$ cat src/hdl/fsn_pkg.sv
// ----------------------------------------------------------------------------
// fsn_pkg - shared types and constants for the Newton square-root block
// Field widths of binary64, iteration bound, sequencer states and the
// divider result bundle.
// ----------------------------------------------------------------------------
package fsn_pkg;

  localparam int DATA_W         = 64;
  localparam int EXP_W          = 11;
  localparam int FRAC_W         = 52;
  localparam int MANT_W         = FRAC_W + 1;   // with hidden bit
  localparam int QUOT_W         = MANT_W + 2;   // quotient bits incl. guard
  localparam int QCNT_W         = $clog2(QUOT_W);
  localparam int BIAS           = 1023;
  localparam int MAX_ITERATIONS = 16;
  localparam int ITER_W         = (MAX_ITERATIONS > 1) ? $clog2(MAX_ITERATIONS) : 1;

  localparam logic [DATA_W-1:0] QNAN_BITS = 64'h7FF8_0000_0000_0000;
  localparam logic [EXP_W-1:0]  EXP_ONES  = '1;
  localparam logic [EXP_W-1:0]  HALF_BIAS = 11'd512;

  // unbiased exponent, wide enough for normalized subnormals and sums
  typedef logic signed [12:0] exp_t;

  typedef enum logic [2:0] {
    ST_IDLE,
    ST_NORM,
    ST_START,
    ST_DIV,
    ST_ADD,
    ST_CHECK,
    ST_DONE
  } state_t;

  typedef struct packed {
    logic              done;
    logic [QUOT_W-1:0] quot;
    logic              rem_nz;
  } div_res_t;

endpackage

$ cat src/hdl/fsn_div.sv
// ----------------------------------------------------------------------------
// fsn_div - radix-2 restoring mantissa divider
// One quotient bit per cycle; QUOT_W quotient bits per divide.
// ----------------------------------------------------------------------------
module fsn_div (
  input  logic                      clk,
  input  logic                      rst_n,
  input  logic                      start,
  input  logic [fsn_pkg::MANT_W-1:0] dividend,
  input  logic [fsn_pkg::MANT_W-1:0] divisor,
  output fsn_pkg::div_res_t         res
);
  import fsn_pkg::*;

  logic [MANT_W:0]   rem_r, rem_nxt;
  logic [QUOT_W-1:0] quot_r;
  logic [QCNT_W-1:0] cnt_r;
  logic              run_r, done_r;
  logic [MANT_W:0]   diff;
  logic              qbit;

  always_comb begin
    qbit    = (rem_r >= {1'b0, divisor});
    diff    = qbit ? (rem_r - {1'b0, divisor}) : rem_r;
    rem_nxt = {diff[MANT_W-1:0], 1'b0};
  end

  always_ff @(posedge clk) begin
    if (!rst_n) begin
      run_r  <= 1'b0;
      done_r <= 1'b0;
      cnt_r  <= '0;
    end else begin
      done_r <= 1'b0;
      if (start) begin
        run_r <= 1'b1;
        cnt_r <= '0;
      end else if (run_r) begin
        cnt_r <= cnt_r + 1'b1;
        if (cnt_r == QCNT_W'(QUOT_W - 1)) begin
          run_r  <= 1'b0;
          done_r <= 1'b1;
        end
      end
    end
  end

  always_ff @(posedge clk) begin
    if (start) begin
      rem_r <= {1'b0, dividend};
    end else if (run_r) begin
      rem_r  <= rem_nxt;
      quot_r <= {quot_r[QUOT_W-2:0], qbit};
    end
  end

  assign res.done   = done_r;
  assign res.quot   = quot_r;
  assign res.rem_nz = |rem_r;

endmodule

$ cat src/hdl/fsn_add.sv
// ----------------------------------------------------------------------------
// fsn_add - positive normal adder with round-to-nearest-even and halving
// Returns the binary64 pattern of (a + b) / 2.
// ----------------------------------------------------------------------------
module fsn_add (
  input  fsn_pkg::exp_t              a_exp,
  input  logic [fsn_pkg::MANT_W-1:0] a_mant,
  input  fsn_pkg::exp_t              b_exp,
  input  logic [fsn_pkg::MANT_W-1:0] b_mant,
  output logic [fsn_pkg::DATA_W-1:0] half_bits
);
  import fsn_pkg::*;

  localparam int EXT_W = MANT_W + 3;

  exp_t              big_e, res_e;
  logic [MANT_W-1:0] big_m, sml_m;
  logic [13:0]       shamt;
  logic [EXT_W-1:0]  sml_ext, shifted, mask;
  logic              lost;
  logic [EXT_W:0]    sum;
  logic [EXT_W-1:0]  norm;
  logic [MANT_W-1:0] mant;
  logic              inc;
  logic [MANT_W:0]   rnd;
  logic [EXP_W-1:0]  biased;

  always_comb begin
    if (a_exp >= b_exp) begin
      big_e = a_exp; big_m = a_mant; sml_m = b_mant;
      shamt = 14'($signed(a_exp) - $signed(b_exp));
    end else begin
      big_e = b_exp; big_m = b_mant; sml_m = a_mant;
      shamt = 14'($signed(b_exp) - $signed(a_exp));
    end
    sml_ext = {sml_m, 3'b000};
    if (shamt >= 14'(EXT_W)) begin
      shifted = '0;
      mask    = '0;
      lost    = 1'b1;
    end else begin
      shifted = sml_ext >> shamt[5:0];
      mask    = (EXT_W'(1) << shamt[5:0]) - EXT_W'(1);
      lost    = |(sml_ext & mask);
    end
    sum = {1'b0, big_m, 3'b000} + {1'b0, shifted[EXT_W-1:1], shifted[0] | lost};
    if (sum[EXT_W]) begin
      norm  = {sum[EXT_W:2], sum[1] | sum[0]};
      res_e = big_e + 13'sd1;
    end else begin
      norm  = sum[EXT_W-1:0];
      res_e = big_e;
    end
    mant = norm[EXT_W-1:3];
    inc  = norm[2] & (norm[1] | norm[0] | mant[0]);
    rnd  = {1'b0, mant} + (MANT_W+1)'(inc);
    if (rnd[MANT_W]) begin
      mant  = rnd[MANT_W:1];
      res_e = res_e + 13'sd1;
    end else begin
      mant = rnd[MANT_W-1:0];
    end
    // halving is an exact exponent decrement for normal results
    biased    = EXP_W'(res_e - 13'sd1 + 13'(BIAS));
    half_bits = {1'b0, biased, mant[FRAC_W-1:0]};
  end

endmodule

$ cat src/hdl/float_sqrt_newton.sv
// ----------------------------------------------------------------------------
// float_sqrt_newton - binary64 square root by Newton-Raphson iteration
// Sequencer around a shared bit-serial divider and a rounding adder.
// ----------------------------------------------------------------------------
// Usage:
//   in_*  : one transaction carries a binary64 operand in in_tdata.
//   out_* : one transaction returns the binary64 root in out_tdata.
//   Zero gives +0, negatives (including -inf) give the quiet NaN, NaN of
//   either sign and +inf pass through. Other
//   operands start from an exponent-halved guess and iterate
//   y = (x/y + y)/2 until y repeats one of the last two estimates or
//   MAX_ITERATIONS steps are done.
//   Each step: divider start, divide, round, add and compare.
//   Subnormal operands add one-bit-per-cycle normalization up front.
//   The divider, one quotient bit a cycle, sets the step time.
//   One operand at a time: in_tready is high only while idle. A finished
//   result sits in the output register; if the receiver stalls, the next
//   operand may still be accepted and its result waits in the sequencer.
//   Reset (rst_n low, synchronous) returns to idle and drops out_tvalid.
// ----------------------------------------------------------------------------
module float_sqrt_newton (
  input  logic                       clk,
  input  logic                       rst_n,
  input  logic                       in_tvalid,
  output logic                       in_tready,
  input  logic [fsn_pkg::DATA_W-1:0] in_tdata,   // [63:0] operand_bits
  output logic                       out_tvalid,
  input  logic                       out_tready,
  output logic [fsn_pkg::DATA_W-1:0] out_tdata   // [63:0] root_bits
);
  import fsn_pkg::*;

  state_t            state_r, state_nxt;
  exp_t              ex_r, q_exp_r;
  logic [MANT_W-1:0] mx_r, q_mant_r;
  logic [DATA_W-1:0] y1_r, y2_r, yn_r, result_r;
  logic [ITER_W-1:0] iter_r;
  logic [DATA_W-1:0] out_tdata_r;
  logic              out_tvalid_r;

  logic              in_acc, load_out, special, last_step;
  logic [EXP_W-1:0]  in_exp;
  logic [DATA_W-1:0] special_bits, guess_bits;
  exp_t              y_exp;
  logic [MANT_W-1:0] y_mant;
  logic              div_start;
  div_res_t          div_res;
  logic [DATA_W-1:0] half_bits;

  // divide result rounding
  logic [MANT_W-1:0] qm;
  logic              qg, qs, qinc;
  exp_t              qe;
  logic [MANT_W:0]   qrnd;

  assign in_tready = (state_r == ST_IDLE);
  assign in_acc    = in_tvalid & in_tready;
  assign load_out  = (state_r == ST_DONE) & (~out_tvalid_r | out_tready);
  assign div_start = (state_r == ST_START);
  assign in_exp    = in_tdata[DATA_W-2 -: EXP_W];

  // estimate y1 unpacked for divider and adder; estimates are always normal
  assign y_exp  = exp_t'({2'b00, y1_r[DATA_W-2 -: EXP_W]}) - 13'(BIAS);
  assign y_mant = {1'b1, y1_r[FRAC_W-1:0]};

  always_comb begin
    special      = 1'b1;
    special_bits = in_tdata;
    if (in_tdata[DATA_W-2:0] == '0) begin
      special_bits = '0;
    end else if ((in_exp == EXP_ONES) &&
                 (!in_tdata[DATA_W-1] || (in_tdata[FRAC_W-1:0] != '0))) begin
      // NaN of either sign, or +inf
      special_bits = in_tdata;
    end else if (in_tdata[DATA_W-1]) begin
      special_bits = QNAN_BITS;
    end else begin
      special      = 1'b0;
    end
    // exponent field becomes (E >> 1) + 512, mantissa kept
    guess_bits = {1'b0, {1'b0, in_exp[EXP_W-1:1]} + HALF_BIAS, in_tdata[FRAC_W-1:0]};
  end

  always_comb begin
    if (div_res.quot[QUOT_W-1]) begin
      qm = div_res.quot[QUOT_W-1:2];
      qg = div_res.quot[1];
      qs = div_res.quot[0] | div_res.rem_nz;
      qe = ex_r - y_exp;
    end else begin
      qm = div_res.quot[QUOT_W-2:1];
      qg = div_res.quot[0];
      qs = div_res.rem_nz;
      qe = ex_r - y_exp - 13'sd1;
    end
    qinc = qg & (qs | qm[0]);
    qrnd = {1'b0, qm} + (MANT_W+1)'(qinc);
  end

  assign last_step = (yn_r == y1_r) | (yn_r == y2_r) |
                     (iter_r == ITER_W'(MAX_ITERATIONS - 1));

  // next state
  always_comb begin
    state_nxt = state_r;
    unique case (state_r)
      ST_IDLE: begin
        if (in_acc) begin
          if (special)            state_nxt = ST_DONE;
          else if (in_exp == '0)  state_nxt = ST_NORM;
          else                    state_nxt = ST_START;
        end
      end
      ST_NORM:  if (mx_r[MANT_W-1]) state_nxt = ST_START;
      ST_START: state_nxt = ST_DIV;
      ST_DIV:   if (div_res.done) state_nxt = ST_ADD;
      ST_ADD:   state_nxt = ST_CHECK;
      ST_CHECK: state_nxt = last_step ? ST_DONE : ST_START;
      ST_DONE:  if (load_out) state_nxt = ST_IDLE;
      default:  state_nxt = ST_IDLE;
    endcase
  end

  always_ff @(posedge clk) begin
    if (!rst_n) begin
      state_r      <= ST_IDLE;
      out_tvalid_r <= 1'b0;
    end else begin
      state_r      <= state_nxt;
      out_tvalid_r <= (out_tvalid_r & ~out_tready) | load_out;
    end
  end

  // datapath
  always_ff @(posedge clk) begin
    unique case (state_r)
      ST_IDLE: begin
        if (in_acc) begin
          result_r <= special_bits;
          y1_r     <= guess_bits;
          y2_r     <= guess_bits;
          iter_r   <= '0;
          if (in_exp == '0) begin
            mx_r <= {1'b0, in_tdata[FRAC_W-1:0]};
            ex_r <= -13'sd1022;
          end else begin
            mx_r <= {1'b1, in_tdata[FRAC_W-1:0]};
            ex_r <= exp_t'({2'b00, in_exp}) - 13'(BIAS);
          end
        end
      end
      ST_NORM: begin
        if (!mx_r[MANT_W-1]) begin
          mx_r <= {mx_r[MANT_W-2:0], 1'b0};
          ex_r <= ex_r - 13'sd1;
        end
      end
      ST_DIV: begin
        if (div_res.done) begin
          if (qrnd[MANT_W]) begin
            q_mant_r <= qrnd[MANT_W:1];
            q_exp_r  <= qe + 13'sd1;
          end else begin
            q_mant_r <= qrnd[MANT_W-1:0];
            q_exp_r  <= qe;
          end
        end
      end
      ST_ADD: yn_r <= half_bits;
      ST_CHECK: begin
        if (last_step) begin
          result_r <= yn_r;
        end else begin
          y2_r   <= y1_r;
          y1_r   <= yn_r;
          iter_r <= iter_r + 1'b1;
        end
      end
      default: ;
    endcase
  end

  always_ff @(posedge clk) begin
    if (load_out) out_tdata_r <= result_r;
  end

  assign out_tvalid = out_tvalid_r;
  assign out_tdata  = out_tdata_r;

  fsn_div u_div (
    .clk      (clk),
    .rst_n    (rst_n),
    .start    (div_start),
    .dividend (mx_r),
    .divisor  (y_mant),
    .res      (div_res)
  );

  fsn_add u_add (
    .a_exp     (q_exp_r),
    .a_mant    (q_mant_r),
    .b_exp     (y_exp),
    .b_mant    (y_mant),
    .half_bits (half_bits)
  );

endmodule

$ cat config.mk
export PLATFORM = sky130hd
export DESIGN_NAME = float_sqrt_newton
export DESIGN_NICKNAME = d
export VERILOG_FILES = /design/src/hdl/fsn_pkg.sv /design/src/hdl/fsn_div.sv /design/src/hdl/fsn_add.sv /design/src/hdl/float_sqrt_newton.sv
export SDC_FILE = /design/constraint.sdc
export NUM_CORES = 2
export LEC_CHECK = 0
export BUFFER_PORTS_ARGS = -buffer_cell sky130_fd_sc_hd__buf_2
export CELL_PAD_IN_SITES_DETAIL_PLACEMENT = 0
export CELL_PAD_IN_SITES_GLOBAL_PLACEMENT = 2
export CORE_MARGIN = 5
export CORE_UTILIZATION = 37
export DETAILED_ROUTE_END_ITERATION = 8
export HOLD_SLACK_MARGIN = 0.06
export PLACE_DENSITY = 0.79
export SLEW_MARGIN = 20
export SYNTH_ARGS = -nofsm -noshare
export SYNTH_HDL_FRONTEND = slang
export SYNTH_SLANG_ARGS = --single-unit
$ cat constraint.sdc
create_clock -name clk -period 12.84 [get_ports clk]
set_input_delay 1.284 -clock clk [delete_from_list [all_inputs] [get_ports clk]]
set_output_delay 1.284 -clock clk [all_outputs]
set_load 0.02 [all_outputs]
==> run metrics <==
Starting Density=0.374; root buffer cell=clkbuf_16; run status=completed; global-route wire length before repair=252000 um; residual overflow from global routing=0; Sequential Area=17100 sq um; Async SR Flop Fraction=0; Netlist cell types=113; DR vias/cell=5.81; worst path bufs/invs=5; Synth top area share=0.381; Worst-Margin Slew=1.10 ns; # hold bufs at CTS=0; FP Rows=126; main area contributors after synthesis=edfxtp_1 (38%), nand2_1 (6.9%), mux2i_1 (5.8%), xor2_1 (5.1%), ha_1 (4.2%); Detailed Route Iter0 Violations=4149; crit path capture type=flop; WL final=174000 um; max capacitance violation total=0; fin crit share=0.955; crit path DAT=12.75 ns; area occupied by multi-input gates=25600 sq um; RSZ-0062 raised after global routing=false; leak pwr=19.3 nW; Crit path top cell by count=buf_4; Worst-Skew Late Latency=0.64 ns; antenna violations before repair=5; fill count=11900; router iterations before antenna repair=8; hold crit path type=reg2reg; fin area=49000 sq um; sequential area share after synthesis=0.387; Yosys Warn Count=0; Nets=5220; top_reg_cell synth=edfxtp_1; Seq cells post-synth=574; Final Non-Filler Cells=6651; DRC Markers=0; Yosys top cell by area=edfxtp_1; core area=118000 sq um; Cells after Synth=4953; Clock Skew=0.0350 ns; area grow syn2layout=10.9%; Worst-path clk slew=0.06 ns; top achievable clock speed=81.5 MHz; number of I/O port buffers=133; syn_nets=5175; pwr/cell area=264 nW/um^2; Fin Hold WS=0.396 ns; htree depth=3; worst-path fanout max=17; final setup violation count=0; share of cells above drive strength 1=0.0984; setup TNS=0 ns; VDD IR max=0.256 mV; critical path's top delay family=compound AO/OA/AOI/OAI gates; Syn Std Cell Area=44200 sq um; Tot GR Track Use=0.265; crit path launch type=flop; uppermost layer routed=met4; routed length on met3=12500 um; met2 wire len=78300 um; number of flops mapped to enable cells by yosys=561; largest net degree at the start of global routing=87; clock sink count=574; metal1 wirelength=75100 um; worst rel slew slack=0.261; GPL Wtd Cong=0.954; Top Ports=134; die area=127000 sq um; type of the worst setup path=reg2reg; Avg Inst Size Synth=8.93 sq um; max incr delay on CP=0.75 ns; flop2flop setup slack=0.57 ns; remaining antenna violation count=0; cts bufs inserted=69; Die X-Extent=356 um; Clock Path Buffers=3; CTS tree=done; Placed Instance Area=46800 sq um; Slew Viols, Final=0; Routed WL per cell=26.2 um; Fin. Hold Viols=0; Cells after DPL=6520; Req. time, crit path=13.33 ns; Tmin final=12.27 ns; Crit-path slowest cell=or4b_2; HPWL after DPL=137000 um; Die Y=356 um; DR vias=38700; number of global-route vias before repair=36400
-- registers in the layout, indices dropped and copies added (netlist names), 3 cells and up --
signal	cells
mx_r	53
state_r	3
q_mant_r	53
u_div.cnt_r	6
y1_r	63
yn_r	63
q_exp_r	13
iter_r	4
ex_r	13
u_div.quot_r	55
out_tdata	64
y2_r	63
result_r	64
u_div.rem_r	54
-- per-stage QoR --
step	utilization	power (mW)	setup slack, ns
detailed placement	0.395	10.8	0.739
floorplan	-	8.34	0.948
finish	0.414	12.9	0.574
global route	0.414	13.6	0.0673
CTS	0.414	12.8	0.700
global placement	0.395	10.8	0.891
-- where the power goes --
group / leakage (nW) / internal, mW / switching, mW
logic: 12.8 / 2.60 / 4.94
registers: 5.34 / 2.92 / 0.530
clock network: 1.07 / 1.10 / 0.839
-- cell usage in the layout, fill, tap and decap left out, drive strengths merged, types with 85 or more instances in the layout --
cell      n
nand2b   85
nand3    87
nor3     88
nor2    413
xor2    260
inv     157
mux2i   255
ha      149
buf     235
nand2   817
a21oi   302
edfxtp  561
xnor2   173
o21ai   366
-- kinds of logic (layout without fill, tap and decap cells) --
group | after synthesis | count (layout) | synth area share
DFF | 574 | 574 | 0.387
and+or+nand+nor | 1897 | 1897 | 0.201
other | 0 | 1 | 0
xor gates and xnor gates | 433 | 433 | 0.0861
AOI/OAI and AO/OA | 1152 | 1152 | 0.165
adders and majority gates | 163 | 163 | 0.0464
muxes | 318 | 318 | 0.0774
buffers and inverters | 416 | 513 | 0.0371
-- final cells by class --
cell class / instances / share of cell area
timing repair buffer: 235 / 0.0310
sequential: 574 / 0.349
clock buffer: 84 / 0.0364
antenna: 1 / 0.0000510
clock inverter: 39 / 0.00827
tap: 1600 / 0.0408
multi-input combinational: 3963 / 0.523
inverter: 155 / 0.0119
-- what timing repair did --
item                                    CTS  global route
endpoints found under the setup margin    0             6
buffers inserted                          0             7
gates resized for setup                   0             2
-- final timing paths --
check                    startpoint                       to  cells after the start
max reg2reg      y1_r[54]$_DFFE_PP_       yn_r[37]$_DFFE_PP_                     40
max              y1_r[54]$_DFFE_PP_       yn_r[37]$_DFFE_PP_                     40
min reg2reg  result_r[57]$_DFFE_PP_  out_tdata[57]$_DFFE_PP_                      0
min          result_r[57]$_DFFE_PP_  out_tdata[57]$_DFFE_PP_                      0
-- layer usage --
metal | global-route usage | vias up
met5 | 0 | -
met4 | 0.101 | 0
met3 | 0.0457 | 269
met2 | 0.421 | 1442
met1 | 0.361 | 18900
li1 | - | 18100
-- cell usage after synthesis (14+ instances only) --
master,instances
a211oi_1,58
o21ai_0,350
xor2_1,260
mux2i_1,255
nor3_1,84
nand3_1,85
a21o_1,60
a21oi_1,302
nand2_1,816
and3_1,37
a31oi_1,35
buf_1,46
xnor2_1,171
edfxtp_1,561
inv_1,154
nor2_1,413
or3_1,26
o21ai_1,14
mux4_2,14
buf_2,31
o211ai_1,40
clkbuf_1,176
or2_2,25
nand2b_1,85
o21bai_1,24
o31ai_1,23
and2_1,41
or4_1,17
nor2b_1,62
nor4_1,78
o21a_1,38
mux2_2,46
ha_1,149
nand4_1,56
Note: power is estimated with default switching activity, not from simulation.
